--- config.mk ---
export PLATFORM = sky130hd
export DESIGN_NAME = crlf_line_framer_core
export DESIGN_NICKNAME = d
export VERILOG_FILES = /design/src/design/crlf_pkg.sv /design/src/design/crlf_front.sv /design/src/design/crlf_queue.sv /design/src/design/crlf_back.sv /design/src/design/crlf_line_framer_core.sv
export SDC_FILE = /design/constraint.sdc
export NUM_CORES = 1
export LEC_CHECK = 0
export BUFFER_PORTS_ARGS = -buffer_cell sky130_fd_sc_hd__buf_2
export CAP_MARGIN = 20
export CORE_MARGIN = 3
export CORE_UTILIZATION = 24
export DETAILED_ROUTE_END_ITERATION = 8
export HOLD_SLACK_MARGIN = 0.1
export PLACE_DENSITY = 0.49
export SETUP_SLACK_MARGIN = 0.05
export SYNTH_ARGS = -nofsm -noshare
export SYNTH_HDL_FRONTEND = slang
export SYNTH_SLANG_ARGS = --single-unit
--- constraint.sdc ---
create_clock -name clk -period 25.5 [get_ports clk]
set_input_delay 1.275 -clock clk [delete_from_list [all_inputs] [get_ports clk]]
set_output_delay 1.275 -clock clk [all_outputs]
set_load 0.01 [all_outputs]
--- src/design/crlf_pkg.sv ---
`timescale 1ns / 1ps

package crlf_pkg;

  localparam int LINE_CAPACITY = 64;
  localparam int ADDR_W        = $clog2(LINE_CAPACITY);
  localparam int LEN_W         = 7;
  localparam int CNT_W         = 32;
  localparam int LIMIT_W       = 9;
  localparam int QUEUE_DEPTH   = 4;
  localparam int QPTR_W        = $clog2(QUEUE_DEPTH);

  localparam logic [LIMIT_W-1:0] LIMIT_RESET = 9'd64;
  localparam logic [7:0]         CHAR_CR     = 8'h0D;
  localparam logic [7:0]         CHAR_LF     = 8'h0A;

  typedef enum logic [1:0] {
    KIND_BYTE     = 2'd0,
    KIND_OVERLONG = 2'd1,
    KIND_OUTDROP  = 2'd2
  } kind_t;

  typedef enum logic [1:0] {
    OP_WRITE,
    OP_LINE,
    OP_OVERLONG,
    OP_OUTDROP
  } op_t;

  typedef struct packed {
    op_t              op;
    logic [7:0]       data;
    logic [LEN_W-1:0] len;
    logic [CNT_W-1:0] lines;
    logic [CNT_W-1:0] overlong;
    logic [CNT_W-1:0] outdrop;
  } cmd_t;

  typedef struct packed {
    logic valid;
    logic full;
  } qstat_t;

endpackage

--- src/design/crlf_front.sv ---
`timescale 1ns / 1ps

module crlf_front import crlf_pkg::*; (
  input  logic               clk,
  input  logic               rst,
  input  logic               in_valid,
  output logic               in_stall,
  input  logic [7:0]         rx_byte,
  input  logic               cfg_valid,
  output logic               cfg_ready,
  input  logic [LIMIT_W-1:0] cfg_data,
  input  qstat_t             qstat,
  output logic               push,
  output cmd_t               push_cmd
);

  logic [LIMIT_W-1:0] output_limit;
  logic [LEN_W-1:0]   fill;
  logic [LEN_W-1:0]   fill_next;
  logic               overflowing;
  logic               overflowing_next;
  logic [CNT_W-1:0]   lines;
  logic [CNT_W-1:0]   lines_next;
  logic [CNT_W-1:0]   overlong;
  logic [CNT_W-1:0]   overlong_next;
  logic [CNT_W-1:0]   outdrop;
  logic [CNT_W-1:0]   outdrop_next;
  logic               accept;
  logic               is_term;

  assign in_stall  = qstat.full;
  assign cfg_ready = 1'b1;
  assign accept    = in_valid && !in_stall;
  assign is_term   = (rx_byte == CHAR_CR) || (rx_byte == CHAR_LF);

  always_comb begin
    fill_next        = fill;
    overflowing_next = overflowing;
    lines_next       = lines;
    overlong_next    = overlong;
    outdrop_next     = outdrop;
    push             = 1'b0;
    push_cmd.op      = OP_WRITE;
    push_cmd.data    = rx_byte;
    push_cmd.len     = fill;
    if (is_term) begin
      if (overflowing) begin
        overlong_next    = overlong + CNT_W'(1);
        overflowing_next = 1'b0;
        fill_next        = '0;
        push             = accept;
        push_cmd.op      = OP_OVERLONG;
      end else if (fill != '0) begin
        fill_next = '0;
        push      = accept;
        if ({{(LIMIT_W-LEN_W){1'b0}}, fill} >= output_limit) begin
          outdrop_next = outdrop + CNT_W'(1);
          push_cmd.op  = OP_OUTDROP;
        end else begin
          lines_next  = lines + CNT_W'(1);
          push_cmd.op = OP_LINE;
        end
      end
    end else if (!overflowing) begin
      if ((fill + LEN_W'(1)) >= LEN_W'(LINE_CAPACITY)) begin
        overflowing_next = 1'b1;
      end else begin
        fill_next = fill + LEN_W'(1);
        push      = accept;
      end
    end
    push_cmd.lines    = lines_next;
    push_cmd.overlong = overlong_next;
    push_cmd.outdrop  = outdrop_next;
  end

  always_ff @(posedge clk) begin
    if (rst) begin
      output_limit <= LIMIT_RESET;
      fill         <= '0;
      overflowing  <= 1'b0;
      lines        <= '0;
      overlong     <= '0;
      outdrop      <= '0;
    end else begin
      if (cfg_valid && cfg_ready) begin
        output_limit <= cfg_data;
      end
      if (accept) begin
        fill        <= fill_next;
        overflowing <= overflowing_next;
        lines       <= lines_next;
        overlong    <= overlong_next;
        outdrop     <= outdrop_next;
      end
    end
  end

endmodule

--- src/design/crlf_queue.sv ---
`timescale 1ns / 1ps

module crlf_queue import crlf_pkg::*; (
  input  logic   clk,
  input  logic   rst,
  input  logic   push,
  input  cmd_t   push_cmd,
  input  logic   pop,
  output qstat_t qstat,
  output cmd_t   head
);

  cmd_t              slots [QUEUE_DEPTH];
  logic [QPTR_W-1:0] wr_ptr;
  logic [QPTR_W-1:0] rd_ptr;
  logic [QPTR_W:0]   count;
  logic              do_push;
  logic              do_pop;

  assign qstat.valid = (count != '0);
  assign qstat.full  = (count == (QPTR_W+1)'(QUEUE_DEPTH));
  assign head        = slots[rd_ptr];
  assign do_push     = push && !qstat.full;
  assign do_pop      = pop && qstat.valid;

  always_ff @(posedge clk) begin
    if (do_push) begin
      slots[wr_ptr] <= push_cmd;
    end
  end

  always_ff @(posedge clk) begin
    if (rst) begin
      wr_ptr <= '0;
      rd_ptr <= '0;
      count  <= '0;
    end else begin
      if (do_push) begin
        wr_ptr <= wr_ptr + QPTR_W'(1);
      end
      if (do_pop) begin
        rd_ptr <= rd_ptr + QPTR_W'(1);
      end
      unique case ({do_push, do_pop})
        2'b10:   count <= count + (QPTR_W+1)'(1);
        2'b01:   count <= count - (QPTR_W+1)'(1);
        default: count <= count;
      endcase
    end
  end

endmodule

--- src/design/crlf_back.sv ---
`timescale 1ns / 1ps

module crlf_back import crlf_pkg::*; (
  input  logic             clk,
  input  logic             rst,
  input  qstat_t           qstat,
  input  cmd_t             head,
  output logic             pop,
  output logic             out_valid,
  input  logic             out_stall,
  output logic [1:0]       kind,
  output logic [7:0]       line_byte,
  output logic             last_of_line,
  output logic [LEN_W-1:0] line_length,
  output logic [CNT_W-1:0] lines_total,
  output logic [CNT_W-1:0] overlong_total,
  output logic [CNT_W-1:0] output_drop_total
);

  typedef enum logic [1:0] {
    S_IDLE,
    S_READ,
    S_LOAD
  } state_t;

  state_t           state;
  logic [7:0]       line_store [LINE_CAPACITY];
  logic [7:0]       rd_data;
  logic [LEN_W-1:0] idx;
  logic [LEN_W-1:0] cur_len;
  logic [CNT_W-1:0] cur_lines;
  logic [CNT_W-1:0] cur_overlong;
  logic [CNT_W-1:0] cur_outdrop;
  logic             out_free;
  logic             store_we;
  logic             is_last;
  logic             load_out;

  assign out_free = !out_valid || !out_stall;
  assign store_we = (state == S_IDLE) && qstat.valid && (head.op == OP_WRITE);
  assign is_last  = ((idx + LEN_W'(1)) == cur_len);
  assign load_out = out_free &&
                    (((state == S_IDLE) && qstat.valid &&
                      ((head.op == OP_OVERLONG) || (head.op == OP_OUTDROP))) ||
                     (state == S_LOAD));

  always_comb begin
    pop = 1'b0;
    if ((state == S_IDLE) && qstat.valid) begin
      unique case (head.op)
        OP_WRITE, OP_LINE:       pop = 1'b1;
        OP_OVERLONG, OP_OUTDROP: pop = out_free;
      endcase
    end
  end

  always_ff @(posedge clk) begin
    if (store_we) begin
      line_store[head.len[ADDR_W-1:0]] <= head.data;
    end
    if (state == S_READ) begin
      rd_data <= line_store[idx[ADDR_W-1:0]];
    end
  end

  always_ff @(posedge clk) begin
    if (rst) begin
      state     <= S_IDLE;
      out_valid <= 1'b0;
      idx       <= '0;
    end else begin
      out_valid <= load_out || (out_valid && out_stall);
      unique case (state)
        S_IDLE: begin
          if (qstat.valid) begin
            unique case (head.op)
              OP_WRITE: begin
              end
              OP_LINE: begin
                cur_len      <= head.len;
                cur_lines    <= head.lines;
                cur_overlong <= head.overlong;
                cur_outdrop  <= head.outdrop;
                idx          <= '0;
                state        <= S_READ;
              end
              OP_OVERLONG, OP_OUTDROP: begin
                if (out_free) begin
                  kind              <= (head.op == OP_OVERLONG) ? KIND_OVERLONG : KIND_OUTDROP;
                  line_byte         <= '0;
                  last_of_line      <= 1'b0;
                  line_length       <= head.len;
                  lines_total       <= head.lines;
                  overlong_total    <= head.overlong;
                  output_drop_total <= head.outdrop;
                end
              end
            endcase
          end
        end
        S_READ: begin
          state <= S_LOAD;
        end
        S_LOAD: begin
          if (out_free) begin
            kind              <= KIND_BYTE;
            line_byte         <= rd_data;
            last_of_line      <= is_last;
            line_length       <= cur_len;
            lines_total       <= cur_lines;
            overlong_total    <= cur_overlong;
            output_drop_total <= cur_outdrop;
            idx               <= idx + LEN_W'(1);
            state             <= is_last ? S_IDLE : S_READ;
          end
        end
        default: begin
          state <= S_IDLE;
        end
      endcase
    end
  end

  a_drop_fields: assert property (@(posedge clk) disable iff (rst)
    (out_valid && (kind != KIND_BYTE)) |-> (!last_of_line && (line_byte == 8'd0)))
    else $error("dropped line result carries byte data");

  a_walk_in_range: assert property (@(posedge clk) disable iff (rst)
    ((state == S_READ) || (state == S_LOAD)) |-> (idx < cur_len))
    else $error("line walk ran past line length");

  a_pop_nonempty: assert property (@(posedge clk) disable iff (rst)
    pop |-> qstat.valid)
    else $error("queue popped while empty");

  a_last_closes: assert property (@(posedge clk) disable iff (rst)
    ((state == S_LOAD) && out_free && is_last) |=> (state == S_IDLE))
    else $error("line walk did not end on last byte");

endmodule

--- src/design/crlf_line_framer_core.sv ---
`timescale 1ns / 1ps

// Line framer for a byte stream. Bytes enter on the input channel at up to one
// per cycle and are classified at once; CR or LF ends a line. Each stored byte
// and each end of a non-empty or overlong line becomes an entry in a four-entry
// command queue, and the input stalls only while that queue is full. The back
// end writes each stored byte into the 64-byte line store, and a delivered line is
// read out of its single read port, each byte read in S_READ and then loaded
// into the output register in S_LOAD; no new command is taken until the last
// byte is loaded. Dropped lines give a single result. An output register holds
// each result until it is taken. No clearing pass is needed after reset.
module crlf_line_framer_core import crlf_pkg::*; (
  input  logic               clk,
  input  logic               rst,
  input  logic               in_valid,
  output logic               in_stall,
  input  logic [7:0]         rx_byte,
  input  logic               cfg_valid,
  output logic               cfg_ready,
  input  logic [LIMIT_W-1:0] cfg_data,
  output logic               out_valid,
  input  logic               out_stall,
  output logic [1:0]         kind,
  output logic [7:0]         line_byte,
  output logic               last_of_line,
  output logic [LEN_W-1:0]   line_length,
  output logic [CNT_W-1:0]   lines_total,
  output logic [CNT_W-1:0]   overlong_total,
  output logic [CNT_W-1:0]   output_drop_total
);

  qstat_t qstat;
  logic   push;
  cmd_t   push_cmd;
  logic   pop;
  cmd_t   head;

  crlf_front u_front (
    .clk       (clk),
    .rst       (rst),
    .in_valid  (in_valid),
    .in_stall  (in_stall),
    .rx_byte   (rx_byte),
    .cfg_valid (cfg_valid),
    .cfg_ready (cfg_ready),
    .cfg_data  (cfg_data),
    .qstat     (qstat),
    .push      (push),
    .push_cmd  (push_cmd)
  );

  crlf_queue u_queue (
    .clk      (clk),
    .rst      (rst),
    .push     (push),
    .push_cmd (push_cmd),
    .pop      (pop),
    .qstat    (qstat),
    .head     (head)
  );

  crlf_back u_back (
    .clk               (clk),
    .rst               (rst),
    .qstat             (qstat),
    .head              (head),
    .pop               (pop),
    .out_valid         (out_valid),
    .out_stall         (out_stall),
    .kind              (kind),
    .line_byte         (line_byte),
    .last_of_line      (last_of_line),
    .line_length       (line_length),
    .lines_total       (lines_total),
    .overlong_total    (overlong_total),
    .output_drop_total (output_drop_total)
  );

endmodule

==> impl_metrics.tcl <==
set metrics [dict create \
    r2r_start "u_front.fill[1]" \
    num_rows 170 \
    rr_endpoint "u_queue.slots[3][103]" \
    p_leak_uw 0.0194 \
    start_kind "input pin" \
    htree_levels 4 \
    ios 139 \
    crit_arrival_ns 5.23 \
    clkSinkCount 1321 \
    clock.fmax_mhz 206 \
    syn_nets 3190 \
    path_max_fanout 46 \
    status "finished, final reports clean" \
    portBuffers 137 \
    synth.most_common_cell "edfxtp_1" \
    grt_max_degree 76 \
    wirelength_um 128000 \
    die_area_mm2 0.223 \
    period_share_pct 19.0 \
    core_area_mm2 0.215 \
    grt_first_pass_wirelength_um 191000 \
    rsz0062_at_grt "false" \
    fin_skew_ns 0.0383 \
    viasPerCell 4.33 \
    clkSlewWorstSetupHoldPaths_ns 0.06 \
    pre_cts_slack_ns 19.67 \
    crit_slowest_cell "nor2_4" \
    synth_seq_area_share_pct 73.5 \
    seqCellArea_mm2 0.0384 \
    dp_hpwl_um 79100 \
    first_pass_iters 5 \
    postRouteAntennaNets 0 \
    overflow 0 \
    maxCapViolCount 0 \
    cts_buffers 149 \
    first_global_vias 27900 \
    setup_tns_ns 0 \
    synth_top_cell_area_share_pct 68.4 \
    antenna_found_initial 3 \
    syn_avg_cell_area_um2 16.6 \
    yosys_warnings 0 \
    hold_end "u_front.output_limit[6]" \
    grt.total_usage_pct 11.4 \
    hold_path.class "flop to flop" \
    crit_top_cell "buf_4" \
    fin_ws_ns 20.65 \
    yosys-top-cells-count "1189 x edfxtp_1, 418 x nand2_1, 251 x nor2_1, 231 x mux4_2, 132 x dfxtp_1" \
    drt_iter0_drc 2156 \
    hold_violations 0 \
    netlist_instances 3149 \
    synth.distinct_cells 60 \
    drive_gt1_share_pct 19.5 \
    final_nets 3360 \
    synth.area.top_cells "edfxtp_1 68%, mux4_2 10%, dfxtp_1 5.1%" \
    clock_latency_ns 0.78 \
    setup_viol 0 \
    fillers 21500 \
    multi_input_area_mm2 0.0131 \
    cts_hold_buf 0 \
    worst_ir_drop_vdd_mv 0.0540 \
    initial_utilization_pct 24.2 \
    cts_resized 0 \
    vias 27200 \
    setup.worst_path.class "input pin to flop" \
    reg2reg_depth 9 \
    slew_violations 0 \
    fp.dieH_um 472 \
    drc 0 \
    worstPathCellList "buf_2 -> and3b_1 -> o211a_1 -> nor4_1 -> o21ai_1 -> buf_4 -> nor2_4 -> buf_4 -> buf_4" \
    area_delta_synth_final_pct 16.8 \
    async_flop_share_pct 0 \
    rrSetupSlack_ns 20.99 \
    wl_per_cell_um 20.4 \
    tightest_slew_ns 1.05 \
    ys.flop_type "edfxtp_1" \
    slowest_delay_ns 0.76 \
    ys_seq_elements 1321 \
    ctsRootBufferMaster "clkbuf_16" \
    cts_tree "done" \
    min_path_cells 2 \
    die_w_um 472 \
    yosys.area.top_type "edfxtp_1" \
    post_cts_buffers 0 \
    globalplace.congestion 0.751 \
    slew_headroom_pct 30.1 \
    syn-cell-area_mm2 0.0522 \
    p_per_area_mw_per_mm2 93.1 \
    min_period_ns 4.85 \
    synth_edf_count 1189 \
    worstSetupEndpointType "flop" \
    cp_data_required_time_ns 25.87 \
    worstHoldStart "u_front.output_limit[6]" \
    cts_max_path_buffers 3 \
]
==> layout make-up <==
| cell class | instances | share of cell area [%] |
|---|---|---|
| Tap cell | 2838 | 5.83 |
| Inverter | 24 | 0.148 |
| Antenna cell | 2 | 0.00821 |
| Multi-Input combinational cell | 1638 | 21.6 |
| Timing Repair Buffer | 185 | 1.77 |
| Clock inverter | 77 | 1.27 |
| Clock buffer | 196 | 6.46 |
| Sequential cell | 1321 | 63.0 |
==> state kept, by name (all words and copies together), names as in the netlist, 2 cells and up, named ones only <==
signal / flops
u_back.line_length: 7
u_front.fill: 7
u_back.output_drop_total: 32
u_back.cur_outdrop: 32
u_queue.count: 3
u_queue.slots: 452
u_front.overlong: 32
u_back.cur_lines: 32
u_back.rd_data: 8
u_back.cur_overlong: 32
u_back.line_store: 512
u_back.idx: 7
u_back.cur_len: 7
u_queue.wr_ptr: 2
u_back.line_byte: 8
u_back.kind: 2
u_front.outdrop: 32
u_front.lines: 32
u_queue.rd_ptr: 2
u_back.lines_total: 32
u_back.overlong_total: 32
u_front.output_limit: 9
u_back.state: 2
==> per-stage QoR <==
stage          util [%]  hold slack, ns  std cells  power, uW  area [um2]
6_report           28.3           0.491       6281       5670       60900
5_1_grt            28.3           0.529       6279       5940       60900
4_1_cts            28.3           0.495       6279       5790       60900
3_5_place_dp       26.1           0.479       6006       3690       56200
3_3_place_gp       26.1           0.478       6002       3680       56200
2_1_floorplan         -           0.459       3149       3320       52200
==> layer usage <==
metal / part of all wire (%) / routed length [um] / vias up / GRT usage (%)
met5: 0 / 0 / - / 0
met4: 1.8 / 2370 / 0 / 2.85
met3: 4.4 / 5610 / 163 / 2.16
met2: 50 / 63800 / 533 / 19.1
met1: 44 / 56600 / 14100 / 15.2
li1: - / - / 12400 / -
==> cells by family (layout without fill, tap and decap cells) <==
kind of cell               Yosys count  count (layout)  synth area share, %
AOI/OAI and AO/OA                  160             160                 2.03
xor gates and xnor gates           185             185                 3.10
adders and majority gates           19              19                0.470
buffers and inverters              190             482                 1.52
DFF                               1321            1321                 73.5
muxes                              262             262                 10.6
other                                1               3              0.00718
and+or+nand+nor                   1011            1011                 8.81
==> worst max path at each step <==
stage,from,endpoint,slack [ns],cells past startpoint
3_3_place_gp,rx_byte[0],u_queue.slots[1][107],19.57,9
3_5_place_dp,rx_byte[1],u_queue.slots[3][105],19.67,9
5_1_grt,rx_byte[1],u_queue.slots[3][103],20.31,9
4_1_cts,rx_byte[1],u_queue.slots[3][103],20.50,9
2_1_floorplan,rst,u_back.kind[0],14.72,3
6_report,rx_byte[0],u_queue.slots[3][103],20.65,9
==> where the power goes <==
part	leakage, uW	total, uW	internal (uW)	switching (uW)
sequential	0.0120	2750	2680	66.6
combinational	0.00509	849	268	582
clock	0.00229	2080	1200	877
==> cell usage in the layout (no fill, tap or decap), types with 13 or more instances in the layout <==
cell type  instances
a21oi_1           27
and2_1            18
and3_1            16
buf_2            137
buf_4             45
clkbuf_1          45
clkbuf_16        150
clkinv_1          22
clkinv_2          24
dfxtp_1          127
edfxtp_1        1189
ha_1              18
inv_1             24
mux2i_1           19
mux4_2           226
nand2_1          418
nand2b_1          13
nand3_1           63
nand4_1           38
nor2_1           247
nor2b_1           23
nor3_1            80
nor4_1            27
o21ai_0           32
o22ai_1           34
or3_1             19
xnor2_1           98
xor2_1            87
==> worst max-delay path: cells and delay by family <==
kind | cells | cell delay (ns)
AOI/OAI and AO/OA | 2 | 0.58
and+or+nand+nor | 3 | 1.51
buffers and inverters | 4 | 1.79
Power figures use the tool's default switching activity.
